[src/design/enba_pkg.sv]
// shared types, codes and defaults for the event number bitmap allocator
// depends on nothing; used by the controller, the datapath and the top level
`default_nettype none

package enba_pkg;

  // default pool sizes
  localparam int DEF_TOTAL_EVENTS     = 256;
  localparam int DEF_HIGH_PRIO_EVENTS = 32;

  // bitmap bits examined per scan cycle
  localparam int SCAN_W = 32;

  // field widths
  localparam int KIND_W  = 2;
  localparam int EVENT_W = 8;

  // request kinds
  localparam logic [KIND_W-1:0] KIND_ALLOC_NORMAL = 2'd0;
  localparam logic [KIND_W-1:0] KIND_ALLOC_HIGH   = 2'd1;
  localparam logic [KIND_W-1:0] KIND_FREE         = 2'd2;

  // result status codes
  localparam logic STATUS_OK     = 1'b0;
  localparam logic STATUS_NO_RES = 1'b1;

  // input transfer payload
  typedef struct packed {
    logic [KIND_W-1:0]  kind;
    logic [EVENT_W-1:0] event_number;
  } req_t;

  // result transfer payload
  typedef struct packed {
    logic [EVENT_W-1:0] granted_event;
    logic               status;
  } rsp_t;

  // controller states
  typedef enum logic [1:0] {
    ST_IDLE,
    ST_SCAN,
    ST_RESP
  } state_t;

  // commands from controller to datapath
  typedef struct packed {
    logic accept;  // request taken this cycle
    logic scan;    // examine the current bitmap word
  } dp_cmd_t;

  // status from datapath to controller
  typedef struct packed {
    logic hit;   // free number found in the current word
    logic last;  // current word is the last one of the pool
  } dp_sts_t;

endpackage

`default_nettype wire

[src/design/enba_ctrl.sv]
// controller state machine of the event number bitmap allocator
// depends on enba_pkg; drives the datapath through dp_cmd_t, reads dp_sts_t
`default_nettype none

module enba_ctrl (
  input  wire logic                       clk,
  input  wire logic                       rst,
  input  wire logic                       start,
  input  wire logic [enba_pkg::KIND_W-1:0] kind,
  input  wire enba_pkg::dp_sts_t          sts,
  output enba_pkg::dp_cmd_t               cmd,
  output logic                            busy,
  output logic                            done
);

  enba_pkg::state_t state, state_next;
  logic             accept;
  logic             is_alloc;

  assign accept   = start && (state == enba_pkg::ST_IDLE);
  assign is_alloc = (kind == enba_pkg::KIND_ALLOC_NORMAL) ||
                    (kind == enba_pkg::KIND_ALLOC_HIGH);

  // state register
  always_ff @(posedge clk) begin
    if (rst) begin
      state <= enba_pkg::ST_IDLE;
    end else begin
      state <= state_next;
    end
  end

  // next state
  always_comb begin
    state_next = state;
    unique case (state)
      enba_pkg::ST_IDLE: begin
        if (accept) begin
          state_next = is_alloc ? enba_pkg::ST_SCAN : enba_pkg::ST_RESP;
        end
      end
      enba_pkg::ST_SCAN: begin
        if (sts.hit || sts.last) begin
          state_next = enba_pkg::ST_RESP;
        end
      end
      enba_pkg::ST_RESP: begin
        state_next = enba_pkg::ST_IDLE;
      end
      default: begin
        state_next = enba_pkg::ST_IDLE;
      end
    endcase
  end

  // outputs
  always_comb begin
    cmd.accept = accept;
    cmd.scan   = 1'b0;
    busy       = 1'b1;
    done       = 1'b0;
    unique case (state)
      enba_pkg::ST_IDLE: begin
        busy = 1'b0;
      end
      enba_pkg::ST_SCAN: begin
        cmd.scan = 1'b1;
      end
      enba_pkg::ST_RESP: begin
        done = 1'b1;
      end
      default: begin
        busy = 1'b1;
      end
    endcase
  end

  // an accepted request always makes the block busy next cycle
  a_accept_busy: assert property (@(posedge clk) disable iff (rst)
    (start && !busy) |=> busy)
    else $error("accepted request did not raise busy");

  // busy only drops right after a result transfer
  a_busy_drop: assert property (@(posedge clk) disable iff (rst)
    $fell(busy) |-> $past(done))
    else $error("busy dropped without a result transfer");

  // a scan ends in exactly one result strobe
  a_scan_done: assert property (@(posedge clk) disable iff (rst)
    (cmd.scan && (sts.hit || sts.last)) |=> (done ##1 !done))
    else $error("finished scan did not give a single result strobe");

endmodule

`default_nettype wire

[src/design/enba_datapath.sv]
// bitmap datapath: allocation bits, word scan with first-free search, result register
// depends on enba_pkg; controlled by enba_ctrl
`default_nettype none

module enba_datapath #(
  parameter int TOTAL_EVENTS     = enba_pkg::DEF_TOTAL_EVENTS,
  parameter int HIGH_PRIO_EVENTS = enba_pkg::DEF_HIGH_PRIO_EVENTS
) (
  input  wire logic               clk,
  input  wire logic               rst,
  input  wire enba_pkg::dp_cmd_t  cmd,
  input  wire enba_pkg::req_t     request,
  output enba_pkg::dp_sts_t       sts,
  output enba_pkg::rsp_t          result
);

  localparam int NORMAL_END = (HIGH_PRIO_EVENTS >= TOTAL_EVENTS) ? 0 :
                              TOTAL_EVENTS - HIGH_PRIO_EVENTS;
  localparam int NUM_WORDS  = (TOTAL_EVENTS + enba_pkg::SCAN_W - 1) / enba_pkg::SCAN_W;
  localparam int WORD_IW    = (NUM_WORDS > 1) ? $clog2(NUM_WORDS) : 1;
  localparam int BIT_W      = $clog2(enba_pkg::SCAN_W);
  localparam int SPAN_W     = WORD_IW + BIT_W + 1;
  localparam int CMP_W      = $clog2(TOTAL_EVENTS + 1) + enba_pkg::EVENT_W;

  // pool word ranges
  localparam int N_FIRST_W = 0;
  localparam int N_LAST_W  = (NORMAL_END == 0) ? 0 : (NORMAL_END - 1) / enba_pkg::SCAN_W;
  localparam int H_FIRST_W = NORMAL_END / enba_pkg::SCAN_W;
  localparam int H_LAST_W  = (TOTAL_EVENTS - 1) / enba_pkg::SCAN_W;

  localparam logic [SPAN_W-1:0] N_LO = SPAN_W'(0);
  localparam logic [SPAN_W-1:0] N_HI = SPAN_W'(NORMAL_END);
  localparam logic [SPAN_W-1:0] H_LO = SPAN_W'(NORMAL_END);
  localparam logic [SPAN_W-1:0] H_HI = SPAN_W'(TOTAL_EVENTS);

  logic [enba_pkg::SCAN_W-1:0] bitmap [NUM_WORDS];
  logic [WORD_IW-1:0]          scan_word;
  logic                        pool_high;
  enba_pkg::rsp_t              rsp;

  logic [enba_pkg::SCAN_W-1:0] word_bits;
  logic [enba_pkg::SCAN_W-1:0] in_pool;
  logic [enba_pkg::SCAN_W-1:0] cand;
  logic [BIT_W-1:0]            hit_bit;
  logic                        hit;
  logic [WORD_IW-1:0]          last_word;
  logic [SPAN_W-1:0]           lo;
  logic [SPAN_W-1:0]           hi;
  logic [SPAN_W-1:0]           hit_idx;
  logic                        is_alloc;
  logic                        free_ok;
  logic [WORD_IW-1:0]          free_word;
  logic [BIT_W-1:0]            free_bit;

  // pool bounds of the request in progress
  assign lo        = pool_high ? H_LO : N_LO;
  assign hi        = pool_high ? H_HI : N_HI;
  assign last_word = pool_high ? WORD_IW'(H_LAST_W) : WORD_IW'(N_LAST_W);

  // candidate free bits of the current word inside the pool
  assign word_bits = bitmap[scan_word];
  always_comb begin
    logic [SPAN_W-1:0] idx;
    for (int j = 0; j < enba_pkg::SCAN_W; j++) begin
      idx        = SPAN_W'({scan_word, BIT_W'(j)});
      in_pool[j] = (idx >= lo) && (idx < hi);
    end
  end
  assign cand = ~word_bits & in_pool;

  // lowest candidate bit
  always_comb begin
    hit_bit = '0;
    for (int j = enba_pkg::SCAN_W - 1; j >= 0; j--) begin
      if (cand[j]) begin
        hit_bit = BIT_W'(j);
      end
    end
  end
  assign hit     = |cand;
  assign hit_idx = SPAN_W'({scan_word, hit_bit});

  assign sts.hit  = hit;
  assign sts.last = (scan_word == last_word);

  // request decode
  assign is_alloc  = (request.kind == enba_pkg::KIND_ALLOC_NORMAL) ||
                     (request.kind == enba_pkg::KIND_ALLOC_HIGH);
  assign free_ok   = (request.kind == enba_pkg::KIND_FREE) &&
                     (CMP_W'(request.event_number) < CMP_W'(TOTAL_EVENTS));
  assign free_word = WORD_IW'(request.event_number >> BIT_W);
  assign free_bit  = request.event_number[BIT_W-1:0];

  // allocation bitmap
  always_ff @(posedge clk) begin
    if (rst) begin
      for (int w = 0; w < NUM_WORDS; w++) begin
        bitmap[w] <= '0;
      end
    end else if (cmd.accept && free_ok) begin
      bitmap[free_word][free_bit] <= 1'b0;
    end else if (cmd.scan && hit) begin
      bitmap[scan_word][hit_bit] <= 1'b1;
    end
  end

  // scan position and pool select
  always_ff @(posedge clk) begin
    if (rst) begin
      scan_word <= '0;
      pool_high <= 1'b0;
    end else if (cmd.accept && is_alloc) begin
      pool_high <= (request.kind == enba_pkg::KIND_ALLOC_HIGH);
      scan_word <= (request.kind == enba_pkg::KIND_ALLOC_HIGH) ?
                   WORD_IW'(H_FIRST_W) : WORD_IW'(N_FIRST_W);
    end else if (cmd.scan && !hit && !sts.last) begin
      scan_word <= scan_word + WORD_IW'(1);
    end
  end

  // result register
  always_ff @(posedge clk) begin
    if (cmd.accept) begin
      rsp.granted_event <= '0;
      rsp.status        <= enba_pkg::STATUS_OK;
    end else if (cmd.scan && hit) begin
      rsp.granted_event <= enba_pkg::EVENT_W'(hit_idx);
      rsp.status        <= enba_pkg::STATUS_OK;
    end else if (cmd.scan && sts.last) begin
      rsp.granted_event <= '0;
      rsp.status        <= enba_pkg::STATUS_NO_RES;
    end
  end

  assign result = rsp;

endmodule

`default_nettype wire

[src/design/event_number_bitmap_allocator_top.sv]
// top level of the event number bitmap allocator
// depends on enba_pkg, enba_ctrl and enba_datapath
//
//   channel   signals                 direction  transfer when
//   request   start, busy, request    in         start high and busy low at a clock edge
//   result    done, result            out        every cycle with done high
//
// a free request (or an unused kind) gives its result in the cycle after the transfer;
// an allocation scans the pool one 32-bit bitmap word per cycle, from the first word of
// the pool until a word holds a free number or the last word of the pool is reached,
// and then gives its result from the result state. busy stays high through the result
// cycle, so a new request can follow the cycle after done. rst clears the whole bitmap.
// the receiver cannot stall; done lasts exactly one cycle.
`default_nettype none

module event_number_bitmap_allocator_top #(
  parameter int TOTAL_EVENTS     = enba_pkg::DEF_TOTAL_EVENTS,
  parameter int HIGH_PRIO_EVENTS = enba_pkg::DEF_HIGH_PRIO_EVENTS
) (
  input  wire logic            clk,
  input  wire logic            rst,
  input  wire logic            start,
  input  wire enba_pkg::req_t  request,
  output logic                 busy,
  output logic                 done,
  output enba_pkg::rsp_t       result
);

  enba_pkg::dp_cmd_t cmd;
  enba_pkg::dp_sts_t sts;

  // sequencing
  enba_ctrl u_ctrl (
    .clk   (clk),
    .rst   (rst),
    .start (start),
    .kind  (request.kind),
    .sts   (sts),
    .cmd   (cmd),
    .busy  (busy),
    .done  (done)
  );

  // bitmap and search
  enba_datapath #(
    .TOTAL_EVENTS     (TOTAL_EVENTS),
    .HIGH_PRIO_EVENTS (HIGH_PRIO_EVENTS)
  ) u_datapath (
    .clk     (clk),
    .rst     (rst),
    .cmd     (cmd),
    .request (request),
    .sts     (sts),
    .result  (result)
  );

endmodule

`default_nettype wire

[config.mk]
export PLATFORM = sky130hd
export DESIGN_NAME = event_number_bitmap_allocator_top
export DESIGN_NICKNAME = d
export VERILOG_FILES = /design/src/design/enba_pkg.sv /design/src/design/enba_ctrl.sv /design/src/design/enba_datapath.sv /design/src/design/event_number_bitmap_allocator_top.sv
export SDC_FILE = /design/constraint.sdc
export NUM_CORES = 1
export LEC_CHECK = 0
export BUFFER_PORTS_ARGS = -buffer_cell sky130_fd_sc_hd__buf_2
export CAP_MARGIN = 20
export CORE_MARGIN = 2
export CORE_UTILIZATION = 58
export CTS_CLUSTER_DIAMETER = 60
export DETAILED_ROUTE_END_ITERATION = 8
export MAX_ROUTING_LAYER = met4
export PLACE_DENSITY_LB_ADDON = 0.2
export SYNTH_ARGS = -nofsm -noshare
export SYNTH_HDL_FRONTEND = slang
export SYNTH_SLANG_ARGS = --single-unit
export TNS_END_PERCENT = 20
[constraint.sdc]
create_clock -name clk -period 3.9 [get_ports clk]
set_clock_uncertainty 0.05 [all_clocks]
set_input_delay 1.17 -clock clk [delete_from_list [all_inputs] [get_ports clk]]
set_output_delay 1.17 -clock clk [all_outputs]
set_load 0.005 [all_outputs]
==> flow_summary.yaml <==
cts:
  tritoncts: "built"
  path_clk_slew_ns: 0.06
  clock_sinks: 274
  cts_buffer_depth: 3
  numCtsBuffers: 34
  worstSkewPairLatency_ns: 0.54
  h-tree-depth: 2
  ctsHoldBuffers: 0
  cts_root_buffer: "clkbuf_16"
global_route:
  grt_usage_pct: 38.5
  grt-ovfl-total: 0
  grt_max_degree: 109
  antenna_found_initial: 0
  grt_pass1_vias: 13600
  grt_pass1_wl_mm: 80.1
routing:
  vias: 14500
  ant_nets: 0
  wl_per_cell_um: 26.7
  drt-met1-wl_mm: 21.3
  dr.max_layer_used: "met4"
  drcViolationCount: 0
  dr.pass1.iters: 6
  drt_iter0_drc: 2046
  routed_wl_mm: 57.1
  wl_met2_mm: 26.3
  via_per_inst: 6.77
  dr_wl_met3_mm: 6.53
placed_design:
  portBuffers: 23
  dp_hpwl_mm: 37.7
  dp_slack_ns: -0.366
  gp_congestion: 1.12
  dpl_cell_area_um2: 18700
  place_inst: 2025
synthesis:
  synth_top_area_share_pct: 48.0
  yosysUniqueCellTypes: 82
  async_reset_ff_share_pct: 0
  synth_edf_count: 256
  yosysWarnings: 0
  netlist_area_um2: 16000
  yosysMostFrequentCell: "nor2_1"
  netlist_instances: 1510
  yosys-top-cells-area: "edfxtp_1, mux2i_1, o21bai_1, nor2_1, a22oi_1"
  ys_top_cells_by_count: "nor2_1, edfxtp_1, o21bai_1"
  synth.avg_cell_area_um2: 10.6
  synth.yosys.seq_area_share_pct: 50.3
  synth_fp_nets: 1530
  synth_ff_type: "edfxtp_1"
  synth_top_area_cell: "edfxtp_1"
  ys_ff_latch: 274
critical_path:
  crit_start: "u_datapath.pool_high"
  r2r_slack_ns: -0.04
  cp.required_ns: 4.07
  r2r_start: "u_datapath.pool_high"
  arrival_ns: 4.11
  cp-end-kind: "flop"
  crit_fanout: 16
  critPathLaunchType: "flop"
  critPathKind: "reg -> reg"
  r2r-end: "u_datapath.bitmap[7][26]"
  crit_end: "u_datapath.bitmap[7][26]"
  r2r.worst_path.cells: 17
floorplan:
  die_width_um: 170
  core-area_um2: 27000
  die_h_um: 170
  num_rows: 60
  dieArea_um2: 28900
  initial_core_util_pct: 59.2
  io_pins: 24
timing:
  max_freq_ghz: 0.254
  hold_violations: 0
  fin_crit_ns: 3.94
  worst_slew_pin_slew_ns: 1.00
  fin_hold_ws_ns: 0.410
  grt_setup_unrepaired: "yes"
  drv_slew: 0
  setup_slack_ns: -0.0442
  period_share_pct: 101
  setup_viol: 25
  slew_headroom_pct: 33.0
power:
  leakagePower_uw: 0.00757
  irDropWorstVdd_uv: 367
  power_density_nw_per_um2: 414
cells_and_area:
  diodes: 0
  fin_area_um2: 21500
  nets: 1793
  multi_input_area_um2: 8360
  drive_above_1_share_pct: 34.5
  syn_to_final_growth_pct: 34.1
  nFillCells: 1637
  instances_no_fill: 2136
  layout.area.seq_um2: 8060
outcome:
  violations: "setup timing"
  run_status: "finished with violations"
hold_path:
  hp-class: "reg -> reg"
flow_run:
  cap_viol_max_count: 0
how the worst min path moves through the flow:
stage	startpoint	to	slack, ns	cells after the start
after floorplan	u_ctrl.state[1]	u_ctrl.state[1]	0.39	1
after global placement	u_datapath.result[4]	u_datapath.result[4]	0.40	2
after detailed placement	u_datapath.result[4]	u_datapath.result[4]	0.40	2
after CTS	u_datapath.result[4]	u_datapath.result[4]	0.41	2
after global routing	u_datapath.result[7]	u_datapath.result[7]	0.46	2
final	u_datapath.result[4]	u_datapath.result[4]	0.41	2
layer usage:
metal | vias up | track usage, %
li1 | 6217 | -
met1 | 7050 | 49.1
met2 | 963 | 59.6
met3 | 226 | 8.49
met4 | 0 | 16.2
met5 | - | -
worst max-delay path: stages (launching register included):
cell and delay (ns):
dfxtp_2 0.33, buf_4 0.16, ha_1 0.19, o21bai_4 0.17, a22o_1 0.22, buf_12 0.16, buf_4 0.15, a221oi_4 0.22
buf_6 0.16, nor2_1 0.05, a221oi_2 0.33, buf_4 0.17, o211ai_1 0.21, a22oi_2 0.29, buf_6 0.24, a31oi_4 0.13
buf_12 0.18, o21bai_1 0.20
cells in the final DEF (no fill, tap or decap), drive strengths merged, types with 10 or more instances in the layout:
master / instances
o21ai: 40
a221oi: 22
a31oi: 21
buf: 362
nand3: 20
a21o: 34
edfxtp: 256
mux2i: 120
clkbuf: 48
a22oi: 53
nand2: 34
inv: 10
nor3: 28
nor4: 13
dfxtp: 18
nor2: 287
o21bai: 146
nor2b: 43
a21oi: 81
area by class of cell:
type	count	share of cell area, %
clock inverter	15	0.968
clock buffer	43	4.42
multi-input combinational	1088	38.9
sequential	274	37.5
inverter	8	0.157
timing repair buffer	367	16.0
tap	341	1.99
flip-flops by register name, indices dropped and copies added, names as in the netlist, named ones only:
signal and cells:
u_datapath.bitmap 256, u_datapath.pool_high 1, u_ctrl.state 2, u_datapath.result 9, u_datapath.scan_word 3
cells by family (layout without fill, tap and decap cells):
| group | Yosys count | after routing | share of synthesized area, % |
|---|---|---|---|
| adders and majority gates | 7 | 7 | 0.547 |
| and+or+nand+nor | 481 | 482 | 14.2 |
| xor gates and xnor gates | 2 | 2 | 0.109 |
| muxes | 129 | 129 | 8.56 |
| buffers and inverters | 152 | 433 | 4.86 |
| AOI/OAI and AO/OA | 465 | 468 | 21.4 |
| DFF | 274 | 274 | 50.3 |
report_power, final:
| group | leakage, µW | switching [µW] | internal (µW) | total (µW) |
|---|---|---|---|---|
| Sequential | 0.00277 | 39.6 | 3310 | 3340 |
| Clock | 0.000559 | 1280 | 2000 | 3290 |
| Combinational | 0.00424 | 1250 | 999 | 2250 |
| Total | 0.00757 | 2580 | 6310 | 8880 |
metrics by stage:
stage	TNS, ns	power [µW]	utilization, %
floorplan	0	4300	-
global placement	-52.53	5130	69.0
detailed placement	-66.92	5150	69.0
CTS	-2.28	8490	74.6
global route	-5.70	9050	79.4
finish	-0.319	8880	79.4
timing repair:
item                       CTS  global route
buffers inserted            12            29
gates resized for setup     55           152
pin swaps                    8            57
setup endpoints to repair  434           482
cloned                       0            12
(Power assumes the default switching activity.)
